## config.mk

```make
export PLATFORM = sky130hd
export DESIGN_NAME = word_tokenizer_fnv1a_hash_flat
export DESIGN_NICKNAME = d
export VERILOG_FILES = /design/src/wth_pkg.sv /design/src/wth_stream_if.sv /design/src/wth_tokenizer.sv /design/src/word_tokenizer_fnv1a_hash.sv /design/src/flat_wrapper.sv
export SDC_FILE = /design/constraint.sdc
export NUM_CORES = 1
export LEC_CHECK = 0
export BUFFER_PORTS_ARGS = -buffer_cell sky130_fd_sc_hd__buf_2
export CAP_MARGIN = 20
export CORE_UTILIZATION = 29
export DETAILED_ROUTE_END_ITERATION = 10
export SLEW_MARGIN = 30
export SYNTH_ARGS = -nofsm -noshare
export SYNTH_HDL_FRONTEND = slang
export SYNTH_HIERARCHICAL = 1
export SYNTH_SLANG_ARGS = --single-unit
```

## constraint.sdc

```tcl
create_clock -name clk -period 11.3 [get_ports clk]
set_clock_uncertainty 0.2 [all_clocks]
set_input_delay 0.565 -clock clk [delete_from_list [all_inputs] [get_ports clk]]
set_output_delay 0.565 -clock clk [all_outputs]
set_load 0.01 [all_outputs]
```

## src/wth_pkg.sv

```systemverilog
`default_nettype none

package wth_pkg;

    // FNV-1a 64-bit constants.
    localparam logic [63:0] FNV_BASIS = 64'hcbf29ce484222325;
    localparam logic [63:0] FNV_PRIME = 64'h00000100000001b3;

    // Word length saturates at the top of its field.
    localparam int unsigned LEN_W = 16;
    localparam logic [LEN_W-1:0] LEN_MAX = {LEN_W{1'b1}};

    // Character codes used by the tokenizer.
    localparam logic [7:0] CHAR_UPPER_A = 8'h41;
    localparam logic [7:0] CHAR_UPPER_Z = 8'h5a;
    localparam logic [7:0] CHAR_LOWER_A = 8'h61;
    localparam logic [7:0] CHAR_LOWER_Z = 8'h7a;
    localparam logic [7:0] CHAR_APOS    = 8'h27;
    localparam logic [7:0] CASE_OFFSET  = 8'h20;

    // Payload of one input transaction.
    typedef struct packed {
        logic [7:0] text_byte;
        logic       end_of_text;
    } wth_text_t;

    // Payload of one result transaction.
    typedef struct packed {
        logic [63:0]      word_hash;
        logic [LEN_W-1:0] word_length;
    } wth_word_t;

    // Fold A-Z to a-z; every other byte passes unchanged.
    function automatic logic [7:0] to_lower(input logic [7:0] b);
        logic [7:0] r;
        r = b;
        if (b >= CHAR_UPPER_A && b <= CHAR_UPPER_Z)
        begin
            r = b + CASE_OFFSET;
        end
        return r;
    endfunction

    // Multiply by the FNV prime modulo 2^64. The prime is 2^40 + 2^8 + 0xb3,
    // so the product is a sum of seven shifted copies of the operand.
    function automatic logic [63:0] mul_prime(input logic [63:0] x);
        logic [63:0] p;
        p = (x << 40) + (x << 8) + (x << 7) + (x << 5) + (x << 4) + (x << 1) + x;
        return p;
    endfunction

endpackage

`default_nettype wire

```

## src/wth_stream_if.sv

```systemverilog
`default_nettype none

// Valid/ready channel carrying one payload per transaction.
interface wth_stream_if #(
    parameter type payload_t = logic
);
    logic     valid;
    logic     ready;
    payload_t data;

    modport source (
        output valid,
        output data,
        input  ready
    );

    modport sink (
        input  valid,
        input  data,
        output ready
    );
endinterface

`default_nettype wire

```

## src/wth_tokenizer.sv

```systemverilog
`default_nettype none

module wth_tokenizer (
    input  wire logic              clk,
    input  wire logic              rst_n,
    input  wire logic              step,
    input  wire wth_pkg::wth_text_t item,
    output logic                   emit,
    output wth_pkg::wth_word_t     result
);
    import wth_pkg::*;

    logic             inside_word_reg;
    logic             inside_word_next;
    logic [63:0]      running_hash_reg;
    logic [63:0]      running_hash_next;
    logic [LEN_W-1:0] length_count_reg;
    logic [LEN_W-1:0] length_count_next;

    logic [7:0]       lowered;
    logic             letter;
    logic             word_byte;
    logic [63:0]      hash_fold;
    logic [LEN_W-1:0] length_inc;

    // Classify the byte against the current word state.
    assign lowered   = to_lower(item.text_byte);
    assign letter    = (lowered >= CHAR_LOWER_A) && (lowered <= CHAR_LOWER_Z);
    assign word_byte = letter || (inside_word_reg && (lowered == CHAR_APOS));

    // Hash and length with this byte folded in.
    assign hash_fold  = mul_prime(running_hash_reg ^ {56'd0, lowered});
    assign length_inc = (length_count_reg == LEN_MAX) ? LEN_MAX
                                                      : length_count_reg + 1'b1;

    // Decide the result and the next word state.
    always_comb
    begin
        emit               = 1'b0;
        result.word_hash   = running_hash_reg;
        result.word_length = length_count_reg;
        inside_word_next   = inside_word_reg;
        running_hash_next  = running_hash_reg;
        length_count_next  = length_count_reg;
        if (word_byte)
        begin
            result.word_hash   = hash_fold;
            result.word_length = length_inc;
            emit               = step && item.end_of_text;
            if (item.end_of_text)
            begin
                inside_word_next  = 1'b0;
                running_hash_next = FNV_BASIS;
                length_count_next = '0;
            end
            else
            begin
                inside_word_next  = 1'b1;
                running_hash_next = hash_fold;
                length_count_next = length_inc;
            end
        end
        else if (inside_word_reg)
        begin
            // A delimiter or the final byte closes the open word.
            emit              = step;
            inside_word_next  = 1'b0;
            running_hash_next = FNV_BASIS;
            length_count_next = '0;
        end
    end

    // Word state, updated once per processed transaction.
    always_ff @(posedge clk or negedge rst_n)
    begin
        if (!rst_n)
        begin
            inside_word_reg  <= 1'b0;
            running_hash_reg <= FNV_BASIS;
            length_count_reg <= '0;
        end
        else if (step)
        begin
            inside_word_reg  <= inside_word_next;
            running_hash_reg <= running_hash_next;
            length_count_reg <= length_count_next;
        end
    end

`ifndef SYNTHESIS
    // With no word open the hash and the count sit at their start values.
    a_idle_clean: assert property (@(posedge clk) disable iff (!rst_n)
        !inside_word_reg |-> (running_hash_reg == FNV_BASIS) && (length_count_reg == '0))
        else $error("word state not cleared while no word is open");

    // An emitted word always holds at least one byte.
    a_len_nonzero: assert property (@(posedge clk) disable iff (!rst_n)
        emit |-> result.word_length != '0)
        else $error("emitted word has zero length");

    // The final byte of a stream always leaves the word closed.
    a_last_closes: assert property (@(posedge clk) disable iff (!rst_n)
        step && item.end_of_text |=> !inside_word_reg)
        else $error("word still open after end of text");

    // An open word closing on a non-word byte must produce a result.
    a_close_emits: assert property (@(posedge clk) disable iff (!rst_n)
        step && inside_word_reg && !word_byte |-> emit)
        else $error("open word closed without a result");
`endif

endmodule

`default_nettype wire

```

## src/word_tokenizer_fnv1a_hash.sv

```systemverilog
`default_nettype none

// Channel   Modport  Payload                          Role
// text      sink     text_byte[8], end_of_text[1]     raw text bytes
// words     source   word_hash[64], word_length[16]   one transaction per finished word
//
// One byte per cycle is accepted while no held result stalls it; a word's result
// follows the byte that closes it (input register, then result register).
// The hash fold is a shift-and-add multiply by the FNV prime between the two.
// Reset clears the word state to an empty word with the FNV offset basis.
// A held result stalls input only when the next byte has to be processed.
module word_tokenizer_fnv1a_hash (
    input wire logic    clk,
    input wire logic    rst_n,
    wth_stream_if.sink   text,
    wth_stream_if.source words
);
    import wth_pkg::*;

    logic      in_valid_reg;
    wth_text_t in_data_reg;
    logic      out_valid_reg;
    wth_word_t out_data_reg;

    logic      advance;
    logic      emit;
    wth_word_t result;

    // The held byte is processed when the result register can take its result.
    assign advance    = in_valid_reg && (!out_valid_reg || words.ready);
    assign text.ready = !in_valid_reg || advance;

    // Input register.
    always_ff @(posedge clk or negedge rst_n)
    begin
        if (!rst_n)
        begin
            in_valid_reg <= 1'b0;
        end
        else if (text.valid && text.ready)
        begin
            in_valid_reg <= 1'b1;
        end
        else if (advance)
        begin
            in_valid_reg <= 1'b0;
        end
    end

    always_ff @(posedge clk)
    begin
        if (text.valid && text.ready)
        begin
            in_data_reg <= text.data;
        end
    end

    // Tokenizer and hash state.
    wth_tokenizer u_tokenizer (
        .clk    (clk),
        .rst_n  (rst_n),
        .step   (advance),
        .item   (in_data_reg),
        .emit   (emit),
        .result (result)
    );

    // Result register.
    always_ff @(posedge clk or negedge rst_n)
    begin
        if (!rst_n)
        begin
            out_valid_reg <= 1'b0;
        end
        else if (emit)
        begin
            out_valid_reg <= 1'b1;
        end
        else if (words.ready)
        begin
            out_valid_reg <= 1'b0;
        end
    end

    always_ff @(posedge clk)
    begin
        if (emit)
        begin
            out_data_reg <= result;
        end
    end

    assign words.valid = out_valid_reg;
    assign words.data  = out_data_reg;

endmodule

`default_nettype wire

```

## src/flat_wrapper.sv

```systemverilog
// flat-port wrapper written by rule: the top's interface ports become plain ports
module word_tokenizer_fnv1a_hash_flat import wth_pkg::*;
  (clk, rst_n, text_valid, text_data, text_ready, words_valid, words_data, words_ready);
  wth_stream_if #(.payload_t(wth_text_t)) text_i ();
  wth_stream_if #(.payload_t(wth_word_t)) words_i ();
  input wire logic clk;
  input wire logic rst_n;
  input wire logic [$bits(text_i.valid)-1:0] text_valid;
  input wire logic [$bits(text_i.data)-1:0] text_data;
  output wire logic [$bits(text_i.ready)-1:0] text_ready;
  output wire logic [$bits(words_i.valid)-1:0] words_valid;
  output wire logic [$bits(words_i.data)-1:0] words_data;
  input wire logic [$bits(words_i.ready)-1:0] words_ready;
  assign text_i.valid = text_valid;
  assign text_i.data = text_data;
  assign text_ready = text_i.ready;
  assign words_valid = words_i.valid;
  assign words_data = words_i.data;
  assign words_i.ready = words_ready;
  word_tokenizer_fnv1a_hash u_core (.clk(clk), .rst_n(rst_n), .text(text_i), .words(words_i));
endmodule
```

# Yosys cells after proc, flatten, opt, wreduce, memory -nomap -nowiden
# Cells that the tools add are included.
# totals
reg_bits,172
input_bits,13
elab_cells,56
# classes
addsub,8
order_cmp,4
n_eq_ne,2
n_mux,17
bitwise,1
n_reduce_logical,15
# ops
op,n
adder 64 bit,6
2-to-1 mux 64 bit,3
2-to-1 mux 80 bit,1
2-to-1 mux 16 bit,4
XOR 64 x 8 -> 64 bit,1
"adder 16 x 1 -> 16 bit, second input constant",1
"equality test 16 bit, second input constant",1
"greater-or-equal comparator 8 x 7 -> 1 bit, second input constant",2
"less-or-equal comparator 8 x 7 -> 1 bit, second input constant",2
"adder 8 x 6 -> 8 bit, second input constant",1
"equality test 8 x 6 -> 1 bit, second input constant",1
2-to-1 mux 1 bit,8
2-to-1 mux 8 bit,1
logical AND 1 bit,6
nonzero test 2 bit,3
logical OR 1 bit,3
zero test 1 bit,2
AND reduction 2 bit,1

# Depth between registers and ports, before layout
# Gate-level depths: netlist of the first run.
# depth
word_depth,12
depth_mapped,26

# Modules after synthesis
# The synthesis of the first run kept the hierarchy.
# modules_own_cells
module,instances,cells_per_inst,area_per_inst_um2,seq_area_each_um2
wth_tokenizer,1,1663,15180.8,2062.0
word_tokenizer_fnv1a_hash,1,97,2776.4,2722.6

# Worst setup path before layout of the first run
# OpenSTA, ideal clock, no wires.
# synth_path
path_type,flip-flop to flip-flop
startpoint,register u_core/in_data_reg[2] in the netlist's numbering
endpoint,"register u_core.out_data_reg (netlist bit u_core/words.data[65]), data pin"
t_arrival_ps,5768
required_ps,10827
slack_ps,5059
stages_incl_launch_ff,23
path_buffers,1
cell_sequence,edfxtp_1 > or4_4 > o22ai_4 > nor4b_1 > a21oi_1 > xor2_2 > inv_1 > fa_1 > inv_1 > fa_1 > fa_1 > inv_1 > ha_1 > ha_1 > o21ai_0 > nor2_1 > o31ai_2 > o21ai_4 > a2111oi_2 > o21a_1 > buf_4 > o21a_1 > o221ai_1
# synth_lines
element,line,text
start: declaration,word_tokenizer_fnv1a_hash.sv:21,wth_text_t in_data_reg;
start signal: assignment,word_tokenizer_fnv1a_hash.sv:54,in_data_reg <= text.data;
end signal: assignment,word_tokenizer_fnv1a_hash.sv:89,out_data_reg <= result;
end: declaration,word_tokenizer_fnv1a_hash.sv:23,wth_word_t out_data_reg;

==> results of run 1 <==
-- layout make-up --
| type | count | area (um2) | share of cell area, % |
|---|---|---|---|
| Clock buffer | 17 | 425.4 | 2.145 |
| Clock inverter | 15 | 249.0 | 1.255 |
| Inverter | 241 | 904.6 | 4.561 |
| Multi-Input combinational cell | 1273 | 11910 | 60.07 |
| Sequential cell | 172 | 4785 | 24.12 |
| Tap cell | 782 | 978.4 | 4.933 |
| Timing Repair Buffer | 105 | 578.1 | 2.915 |
-- routing by layer --
metal  GRT usage [%]  up-vias
met3           2.609       60
met1           22.38     6851
met4           5.416        0
li1                -     6128
met5               0        -
met2           28.40      366
-- metrics by stage --
step	utilization, %	setup WS [ps]	instance area [um2]
after global routing	32.62	3634	19830
after floorplan	-	5059	17960
after global placement	31.44	4097	19120
after CTS	32.57	3997	19810
after detailed placement	31.44	3973	19120
final	32.62	3974	19830
-- cell usage in the layout (no fill, tap or decap), drive strengths merged, types with 9 or more instances in the layout --
cell     count
a211oi       9
a21o        40
a21oi      106
a22o        12
a31oi       18
and2         9
and3        27
buf        104
clkbuf      17
clkinv       9
dfrtp       55
dfstp       28
edfxtp      89
fa         244
ha         111
inv        245
nand2      174
nand2b      20
nand3       26
nand4       16
nor2        71
nor3        12
o2111ai     14
o211ai      15
o21a        19
o21ai      137
o21bai       9
o22ai       11
o31ai       11
xnor2       45
xor2        25
-- worst max-delay path: cells and delay by family, from the launching register on --
kind                     cells  cell delay, ps
XOR/XNOR                     2             780
flip-flops                   1             440
adder cells (fa/ha/maj)      5            1910
AO/OA/AOI/OAI               10            2780
buffers and inverters        2             290
AND/OR/NAND/NOR              2             680
-- kinds of logic after synthesis --
kind of cell / share of synthesized area (%)
AO/OA/AOI/OAI: 17.89
AND/OR/NAND/NOR: 9.706
adder cells (fa/ha/maj): 34.99
buffers and inverters: 7.135
flip-flops: 26.64
XOR/XNOR: 3.456
multiplexers: 0.1812
-- worst paths after layout --
path | start | endpoint | slack (ps) | depth (start not counted)
max | u_core/in_data_reg[2]$_DFFE_PP_ | u_core/words.data[65]$_DFFE_PP_ | 3970 | 21
min | text_data[1] | u_core/in_data_reg[1]$_DFFE_PP_ | 50 | 1
max reg2reg | u_core/in_data_reg[2]$_DFFE_PP_ | u_core/words.data[65]$_DFFE_PP_ | 3970 | 21
min reg2reg | u_core/u_tokenizer/running_hash_reg[0]$_DFFE_PN1P_ | u_core/u_tokenizer/running_hash_reg[0]$_DFFE_PN1P_ | 330 | 2
max in group asynchronous | rst_n | u_core/u_tokenizer/running_hash_reg[12]$_DFFE_PN0P_ | 9340 | 3
min in group asynchronous | rst_n | u_core/u_tokenizer/length_count_reg[15]$_DFFE_PN0P_ | 420 | 2
==> metrics.cfg, run 1 <==
[floorplan]
core_area_um2=60810
start_util_pct=29.53
dieArea_um2=62920
chipHeight_um=250.8
die_x_um=250.8
rows=90
io-pin-count=95

[synth]
ys_types=88
synth-edff-count=89
yosys.area.top_type_share_pct=27.20
syn-cell-area_um2=17960
yosys.area.top_type=fa_1
netlist_instances=1760
yosys-top-cells-count=fa_1 (244), inv_1 (241), nand2_1 (174), o21ai_0 (126), ha_1 (111)
yosysMostFrequentCell=fa_1
synthTopCellsByArea=fa_1 (27%), edfxtp_1 (15%), ha_1 (7.7%)
synthArstFlopShare_pct=48.26
ys_seq_area_share_pct=26.64
synth_ff_type=edfxtp_1
ys_warn_count=6
synth-seq-cells=172
syn-num-nets=2128
avgSynthCellArea_um2=10.20

[final_layout]
fill_cells=6199
area.growth.synth_to_final_pct=10.44
finalNonFillerCells=2605
largest_reg_flops=80
diodes=0
drive_gt1_share_pct=11.46
final_nets=2178

[route]
wl_mm=50.86
first_pass_iters=5
wl_met2_mm=25.11
wl_met1_mm=22.23
top_layer_used=met4
wl_per_cell_um=19.52
drt-initial-drc-count=1001
ant_nets=0
drcViolationCount=0
drt-vias-per-instance=5.146
dr_wl_met3_mm=2.497
vias=13405

[worst_setup_path]
path_class=flip-flop to flip-flop
cp.arrival_ps=7380
crit_required_ps=11350
slowest_delay_ps=650
crit_slowest_cell=o21a_1
cp_common_cell=ha_1
crit_chain=or4_4 -> o22ai_4 -> o41ai_1 -> xnor2_1 -> inv_1 -> xnor2_1 -> ha_1 -> a21oi_1 -> fa_1 -> fa_1 -> inv_1 -> ha_1 -> ha_1 -> a211oi_1 -> nor2_1 -> o31ai_2 -> o21ai_4 -> a2111oi_2 -> o21a_1 -> o21a_1 -> o221ai_1
worstSetupStartpointType=flip-flop
critPathMaxFanout=17
crit_path_end_kind=flip-flop

[clock_network]
cts_tree=done
cts_buffer_depth=2
ctsHoldBuffers=1
cts_setup_buffers=0
clock_latency_ps=500
clk_pin_slew_ps=90
htree_levels=4
numClockSinks=172
ctsResizeCount=0
numCtsBuffers=17
cts_root_buf=clkbuf_16

[global_route]
antenna_found_initial=0
track_usage_pct=16.95
grt_max_degree=81
grt-ovfl-total=0
grt_pass1_wl_mm=81.94
first_global_vias=14164

[timing]
finalCritPeriodShare_pct=64.83
grt_setup_unrepaired=false
finalHoldViolations=0
setup_viol_count_final=0
whs_ps=53.67
drv_slew=0
fin_setup_tns_ps=0
layout_min_cycle_time_ps=7326
fmax_mhz=136.5
worst_slew_margin_rel_pct=42.44
worst_pin_slew_ps=860.5

[placement]
dp_hpwl_mm=38.98
gp_congestion=0.9102
dp_cells=2571
portBuffers=94

[status]
status=complete, no violations

[job]
drv_cap=0

[worst_hold_path]
hp-class=input pin to flip-flop

Power of run 1 is not shown: default switching activity piles up to over one toggle a cycle in this logic, so the estimate is an artifact.
==> run 2, diff against run 1 <==
--- a/config.mk
+++ b/config.mk
@@ -5,6 +5,7 @@
 export SDC_FILE = /design/constraint.sdc
 export NUM_CORES = 1
 export LEC_CHECK = 0
+export ABC_AREA = 1
 export BUFFER_PORTS_ARGS = -buffer_cell sky130_fd_sc_hd__buf_2
 export CAP_MARGIN = 20
 export CORE_UTILIZATION = 29
==> constraint.sdc (replaced) <==
create_clock -name clk -period 7.3 [get_ports clk]
set_clock_uncertainty 0.2 [all_clocks]
set_input_delay 0.365 -clock clk [delete_from_list [all_inputs] [get_ports clk]]
set_output_delay 0.365 -clock clk [all_outputs]
set_load 0.01 [all_outputs]
==> run 2 against run 1 <==
Against the previous run: register-to-register slack worse by 2600 ps; synthesized cell count is 39% higher; first-iteration DRC count is 8.2% higher; critical endpoint is now u_core/words.data[43]$_DFFE_PP_; highest routed layer unchanged.
==> metrics.cfg, run 2 <==
[global_route]
track_usage_pct=18.99  ; +2.0 points
grt_pass1_wl_mm=94.75  ; +16%
antenna_found_initial=0  ; unchanged
first_global_vias=15492  ; +9.4%
grt_max_degree=55  ; -32%
grt-ovfl-total=0  ; unchanged

[floorplan]
chipHeight_um=259.6  ; +3.5%
dieArea_um2=67410  ; +7.1%
core_area_um2=65750  ; +8.1%
die_x_um=259.6  ; +3.5%
rows=94  ; +4.4%
io-pin-count=95  ; unchanged
start_util_pct=29.28  ; -0.25 points

[worst_setup_path]
crit_slowest_cell=fa_1
worstReg2RegStart=u_core/in_data_reg[6]$_DFFE_PP_
cp_top_family=adder cells
slowest_delay_ps=540  ; -110 ps
reg2reg_slack_ps=1390  ; -2590 ps
path_class=flip-flop to flip-flop
critPathMaxFanout=7  ; -10
rr_endpoint=u_core/words.data[43]$_DFFE_PP_
crit_required_ps=7400  ; -3950 ps
crit_path_end_kind=flip-flop
cp_common_cell=nand2_1
worstSetupStartpointType=flip-flop
cp_num_buf_inv=5  ; +3
rr_worst_depth=25  ; +19%
cp.arrival_ps=6010  ; -1370 ps

[synth]
yosys.area.top_type_share_pct=25.38  ; -1.8 points
syn-cell-area_um2=19250  ; +7.2%
yosys-top-cells-count=nand2_1 (751), inv_1 (541), fa_1 (244), nor2_1 (164), ha_1 (111)
synthSimpleGateAreaFrac_pct=22.66  ; +13 points
synthTopCellsByArea=fa_1 (25%), nand2_1 (15%), edfxtp_1 (14%)
ys_types=44  ; -50%
syn-num-nets=2810  ; +32%
synth_ff_type=edfxtp_1
netlist_instances=2442  ; +39%
avgSynthCellArea_um2=7.883  ; -23%
ys_warn_count=6  ; unchanged
yosysMostFrequentCell=nand2_1
synth_fa_ha_area_share_pct=32.59  ; -2.4 points
synth-edff-count=89  ; unchanged
synth-seq-cells=172  ; unchanged
synth_xor_area_share_pct=2.678  ; -0.78 points
synth-compound-area-share_pct=5.603  ; -12 points
ys_seq_area_share_pct=24.86  ; -1.8 points
synth_top_family_by_area=adder cells
yosys.area.top_type=fa_1
synth_mux_area_share_pct=0  ; -0.18 points
synthArstFlopShare_pct=48.26  ; unchanged

[timing]
drv_slew=0  ; unchanged
finalHoldViolations=0  ; unchanged
worst_pin_slew_ps=852.0  ; -8.483 ps
fin_setup_tns_ps=0  ; unchanged
setup_viol_count_final=0  ; unchanged
grt_setup_unrepaired=false
layout_min_cycle_time_ps=5914  ; -1412 ps
worst_slew_margin_rel_pct=43.20  ; +0.76 points
fmax_mhz=169.1  ; +24%
finalCritPeriodShare_pct=81.02  ; +16 points

[route]
drcViolationCount=0  ; unchanged
wl_mm=61.06  ; +20%
wl_per_cell_um=17.83  ; -8.7%
vias=15558  ; +16%
drt-vias-per-instance=4.542  ; -12%
ant_nets=0  ; unchanged
first_pass_iters=8  ; +3
drt-initial-drc-count=1083  ; +8.2%

[clock_network]
clk_pin_slew_ps=80  ; about the same
cts_root_buf=clkbuf_16
cts_setup_buffers=0  ; unchanged
ctsHoldBuffers=13  ; +12
clock_latency_ps=510  ; about the same
htree_levels=4  ; unchanged
cts_tree=done
numClockSinks=172  ; unchanged
numCtsBuffers=17  ; unchanged
ctsResizeCount=0  ; unchanged
cts_buffer_depth=2  ; unchanged

[final_layout]
largest_reg_flops=80  ; unchanged
final_nets=2916  ; +34%
area.growth.synth_to_final_pct=11.49
post-route-util_pct=32.64  ; about the same
final_common_cell=nand2_1
drive_gt1_share_pct=7.575  ; -3.9 points
diodes=0  ; unchanged
final_cell_mix=nand2_1 (751), inv_1 (541), fa_1 (244)

[placement]
gp_congestion=0.9656  ; +6.1%
dp_hpwl_mm=50.15  ; +29%
portBuffers=94  ; unchanged

[worst_hold_path]
hp-class=input pin to async pin

[status]
status=complete, no violations

[job]
drv_cap=0  ; unchanged

==> run 2: worst max-delay path by stage <==
stage                                     from  cells past startpoint                              end  slack [ps]
5_1_grt        u_core/in_data_reg[2]$_DFFE_PP_                     28  u_core/words.data[61]$_DFFE_PP_         890
3_5_place_dp   u_core/in_data_reg[4]$_DFFE_PP_                     28  u_core/words.data[61]$_DFFE_PP_        1450
3_3_place_gp   u_core/in_data_reg[4]$_DFFE_PP_                     28  u_core/words.data[61]$_DFFE_PP_        1450
2_1_floorplan  u_core/in_data_reg[6]$_DFFE_PP_                      6   u_core/words.data[0]$_DFFE_PP_        1670
6_report       u_core/in_data_reg[6]$_DFFE_PP_                     25  u_core/words.data[43]$_DFFE_PP_        1390
4_1_cts        u_core/in_data_reg[6]$_DFFE_PP_                     26  u_core/words.data[61]$_DFFE_PP_        1390
==> run 2: per-layer routing <==
metal / global-route usage, % / up-vias / wire (um)
met4: 6.454 / 0 / 1612
met3: 2.758 / 55 / 3214
li1: - / 7610 / -
met1: 25.63 / 7459 / 27680
met5: 0 / - / 0
met2: 31.04 / 434 / 28550
==> run 2: layout make-up <==
| class | count | area (um2) |
|---|---|---|
| flip-flops and latches | 172 | 4785 |
| multi-input cells | 1691 | 12260 |
| clock inverters | 15 | 161.4 |
| fillers | 7040 | 44280 |
| repair buffers | 120 | 700.7 |
| clock buffers | 17 | 425.4 |
| inverters | 546 | 2051 |
| well taps | 864 | 1081 |
==> run 2: logic make-up after synthesis <==
logic type,Yosys count
AND/OR/NAND/NOR,1074
flip-flops,172
buffers and inverters,579
adder cells (fa/ha/maj),355
AO/OA/AOI/OAI,204
XOR/XNOR,58
==> run 2: per-stage QoR <==
step / setup slack, ps / instances / area [um2] / hold WS [ps]
6_report: 1386 / 3425 / 21460 / 151.0
5_1_grt: 894.3 / 3425 / 21460 / 201.8
4_1_cts: 1393 / 3425 / 21460 / 157.3
3_5_place_dp: 1450 / 3380 / 20740 / 165.3
3_3_place_gp: 1454 / 3380 / 20740 / 160.9
2_1_floorplan: 1671 / 2442 / 19250 / -130.6
Power of run 2 is left out for the same reason.
==> run 3, diff against run 2 <==
--- a/config.mk
+++ b/config.mk
@@ -5,7 +5,7 @@
 export SDC_FILE = /design/constraint.sdc
 export NUM_CORES = 1
 export LEC_CHECK = 0
-export ABC_AREA = 1
+export ABC_AREA = 0
 export BUFFER_PORTS_ARGS = -buffer_cell sky130_fd_sc_hd__buf_2
 export CAP_MARGIN = 20
 export CORE_UTILIZATION = 29
==> constraint.sdc (replaced) <==
create_clock -name clk -period 5.8 [get_ports clk]
set_clock_uncertainty 0.2 [all_clocks]
set_input_delay 0.29 -clock clk [delete_from_list [all_inputs] [get_ports clk]]
set_output_delay 0.29 -clock clk [all_outputs]
set_load 0.01 [all_outputs]
==> run 3 against run 2 <==
Against the previous run: the run now ends with negative setup slack left; setup slack got worse by 1800 ps; register-to-register slack got worse by 1800 ps; fmax down 5.2%; count of clock-buffer cells in the layout unchanged; critical path type unchanged.
==> metrics.cfg, run 3 (synthesis gave the netlist of run 1 again) <==
[global_route]
antenna_found_initial=0  ; unchanged
grt_pass1_wl_mm=87.95  ; -7.2%
grt_max_degree=93  ; +69%
first_global_vias=15467  ; -0.16%
track_usage_pct=18.21  ; -0.78 points
grt-ovfl-total=0  ; unchanged

[worst_setup_path]
cp.arrival_ps=6290  ; +280 ps
rr_worst_depth=24  ; -4.0%
worstSetupStartpointType=flip-flop
worstReg2RegStart=u_core/in_data_reg[5]$_DFFE_PP_
reg2reg_slack_ps=-440  ; -1820 ps
crit_start=u_core/in_data_reg[5]$_DFFE_PP_
critPathMaxFanout=5  ; -2
path_class=flip-flop to flip-flop
rr_endpoint=u_core/words.data[63]$_DFFE_PP_
crit_path_end_kind=flip-flop
crit_required_ps=5860  ; -1540 ps

[route]
vias=14463  ; -7.0%
first_pass_iters=5  ; -3
drcViolationCount=0  ; unchanged
wl_per_cell_um=19.64  ; +10%
wl_mm=55.80  ; -8.6%
drt-vias-per-instance=5.091  ; +12%
drt-initial-drc-count=940  ; -13%
ant_nets=0  ; unchanged

[clock_network]
cts_root_buf=clkbuf_16
cts_tree=done
clock_latency_ps=510  ; about the same
numCtsBuffers=17  ; unchanged
cts_buffer_depth=2  ; unchanged
clk_pin_slew_ps=90  ; about the same
numClockSinks=172  ; unchanged
htree_levels=4  ; unchanged

[placement]
placed_cell_area_um2=20830  ; +0.40%
portBuffers=94  ; unchanged
dp_hpwl_mm=42.27  ; -16%
dp_cells=2760  ; -18%
gp_congestion=0.9173  ; -5.0%

[timing]
worst_pin_slew_ps=875.3  ; +23.24 ps
worst_slew_margin_rel_pct=41.65  ; -1.5 points
fin_ws_ps=-438.8  ; -1824 ps
grt_setup_unrepaired=true
setup_viol_count_final=82  ; +82
fmax_mhz=160.3  ; -5.2%
layout_min_cycle_time_ps=6239  ; +324.4 ps
finalHoldViolations=0  ; unchanged
finalCritPeriodShare_pct=107.6  ; +27 points
whs_ps=157.6  ; +6.677 ps
drv_slew=0  ; unchanged

[floorplan]
chipHeight_um=250.8  ; -3.4%
die_x_um=250.8  ; -3.4%
core_area_um2=60810  ; -7.5%
start_util_pct=29.53  ; +0.25 points
rows=90  ; -4.3%
dieArea_um2=62920  ; -6.7%
io-pin-count=95  ; unchanged

[worst_hold_path]
hp-class=input pin to async pin

[final_layout]
stdcell_area_um2=23260  ; +8.4%
drive_gt1_share_pct=30.84  ; +23 points
final_common_cell=fa_1
fill_cells=5922  ; -16%
area.growth.synth_to_final_pct=29.52
diodes=0  ; unchanged
final_cell_mix=fa_1 (238), inv_1 (228), buf_4 (190)
finalNonFillerCells=2841  ; -17%
final_nets=2414  ; -17%
largest_reg_flops=80  ; unchanged

[job]
drv_cap=0  ; unchanged

[status]
status=complete, but fails checks
violations=negative setup slack

## run 3: cell count changes in the layout (fill, tap and decap cells not counted), moves of 29 or more
cell / before / now
nor2_1: 164 / 59
nand2_1: 751 / 169
o21ai_2: 0 / 29
a21o_1: 2 / 40
buf_6: 0 / 40
inv_1: 541 / 228
nand3_1: 100 / 24
buf_4: 14 / 190
## run 3: timing repair
action	4_1_cts	5_1_grt
endpoints found under the hold margin	46	0
endpoints found under the setup margin	91	94
resized for setup	189	115
buffers inserted	33	14
hold buffers	13	0
gates cloned	0	1
pin swaps	89	101
## run 3: per-layer routing
layer,global-route usage [%],up-vias,part of all wire [%]
met3,2.609,70,3.8
met2,31.34,328,51
met5,0,-,0
met1,23.64,7461,44
met4,5.416,0,2.0
li1,-,6604,-
## run 3: worst max path at each step
stage | endpoint | slack (ps) | depth (start not counted)
2_1_floorplan | u_core/words.data[79]$_DFFE_PP_ | -240 | 20
3_3_place_gp | u_core/words.data[68]$_DFFE_PP_ | -740 | 21
3_5_place_dp | u_core/words.data[68]$_DFFE_PP_ | -800 | 21
4_1_cts | u_core/words.data[69]$_DFFE_PP_ | -370 | 25
5_1_grt | u_core/words.data[74]$_DFFE_PP_ | -580 | 22
6_report | u_core/words.data[63]$_DFFE_PP_ | -440 | 24
## run 3: per-stage QoR
stage | TNS, ps | setup WS [ps] | util (%)
global placement | -34260 | -741.8 | 34.23
global route | -34640 | -578.6 | 38.25
finish | -21930 | -438.8 | 38.25
floorplan | -3722 | -244.9 | -
detailed placement | -37480 | -795.9 | 34.25
CTS | -15670 | -366.1 | 37.19
## run 3: final cells by class
type                            count  area (um2)  share of cell area [%]
Multi-Input combinational cell   1273       13390                   57.57
Sequential cell                   172        4785                   20.57
Tap cell                          782       978.4                   4.207
Inverter                          241       904.6                   3.890
Timing Repair Buffer              341        2567                   11.04
Clock inverter                     15       206.4                  0.8877
Clock buffer                       17       425.4                   1.829
## run 3: worst max-delay path, cell delays in order, from the launching register on
cell and delay [ps]:
edfxtp_1 400, or4_4 560, o22ai_4 230, nor4b_4 80, a21oi_2 230, xor2_2 250
buf_6 160, xnor2_4 80, ha_4 270, inv_2 30, fa_1 470, fa_1 530
inv_2 50, ha_4 270, ha_4 210, a211oi_2 260, nor2_2 100, o31ai_4 280
o21ai_4 120, buf_6 130, a31oi_4 330, buf_6 160, o31ai_4 80, a31o_1 210
a221o_1 280
Power of run 3 is left out for the same reason.
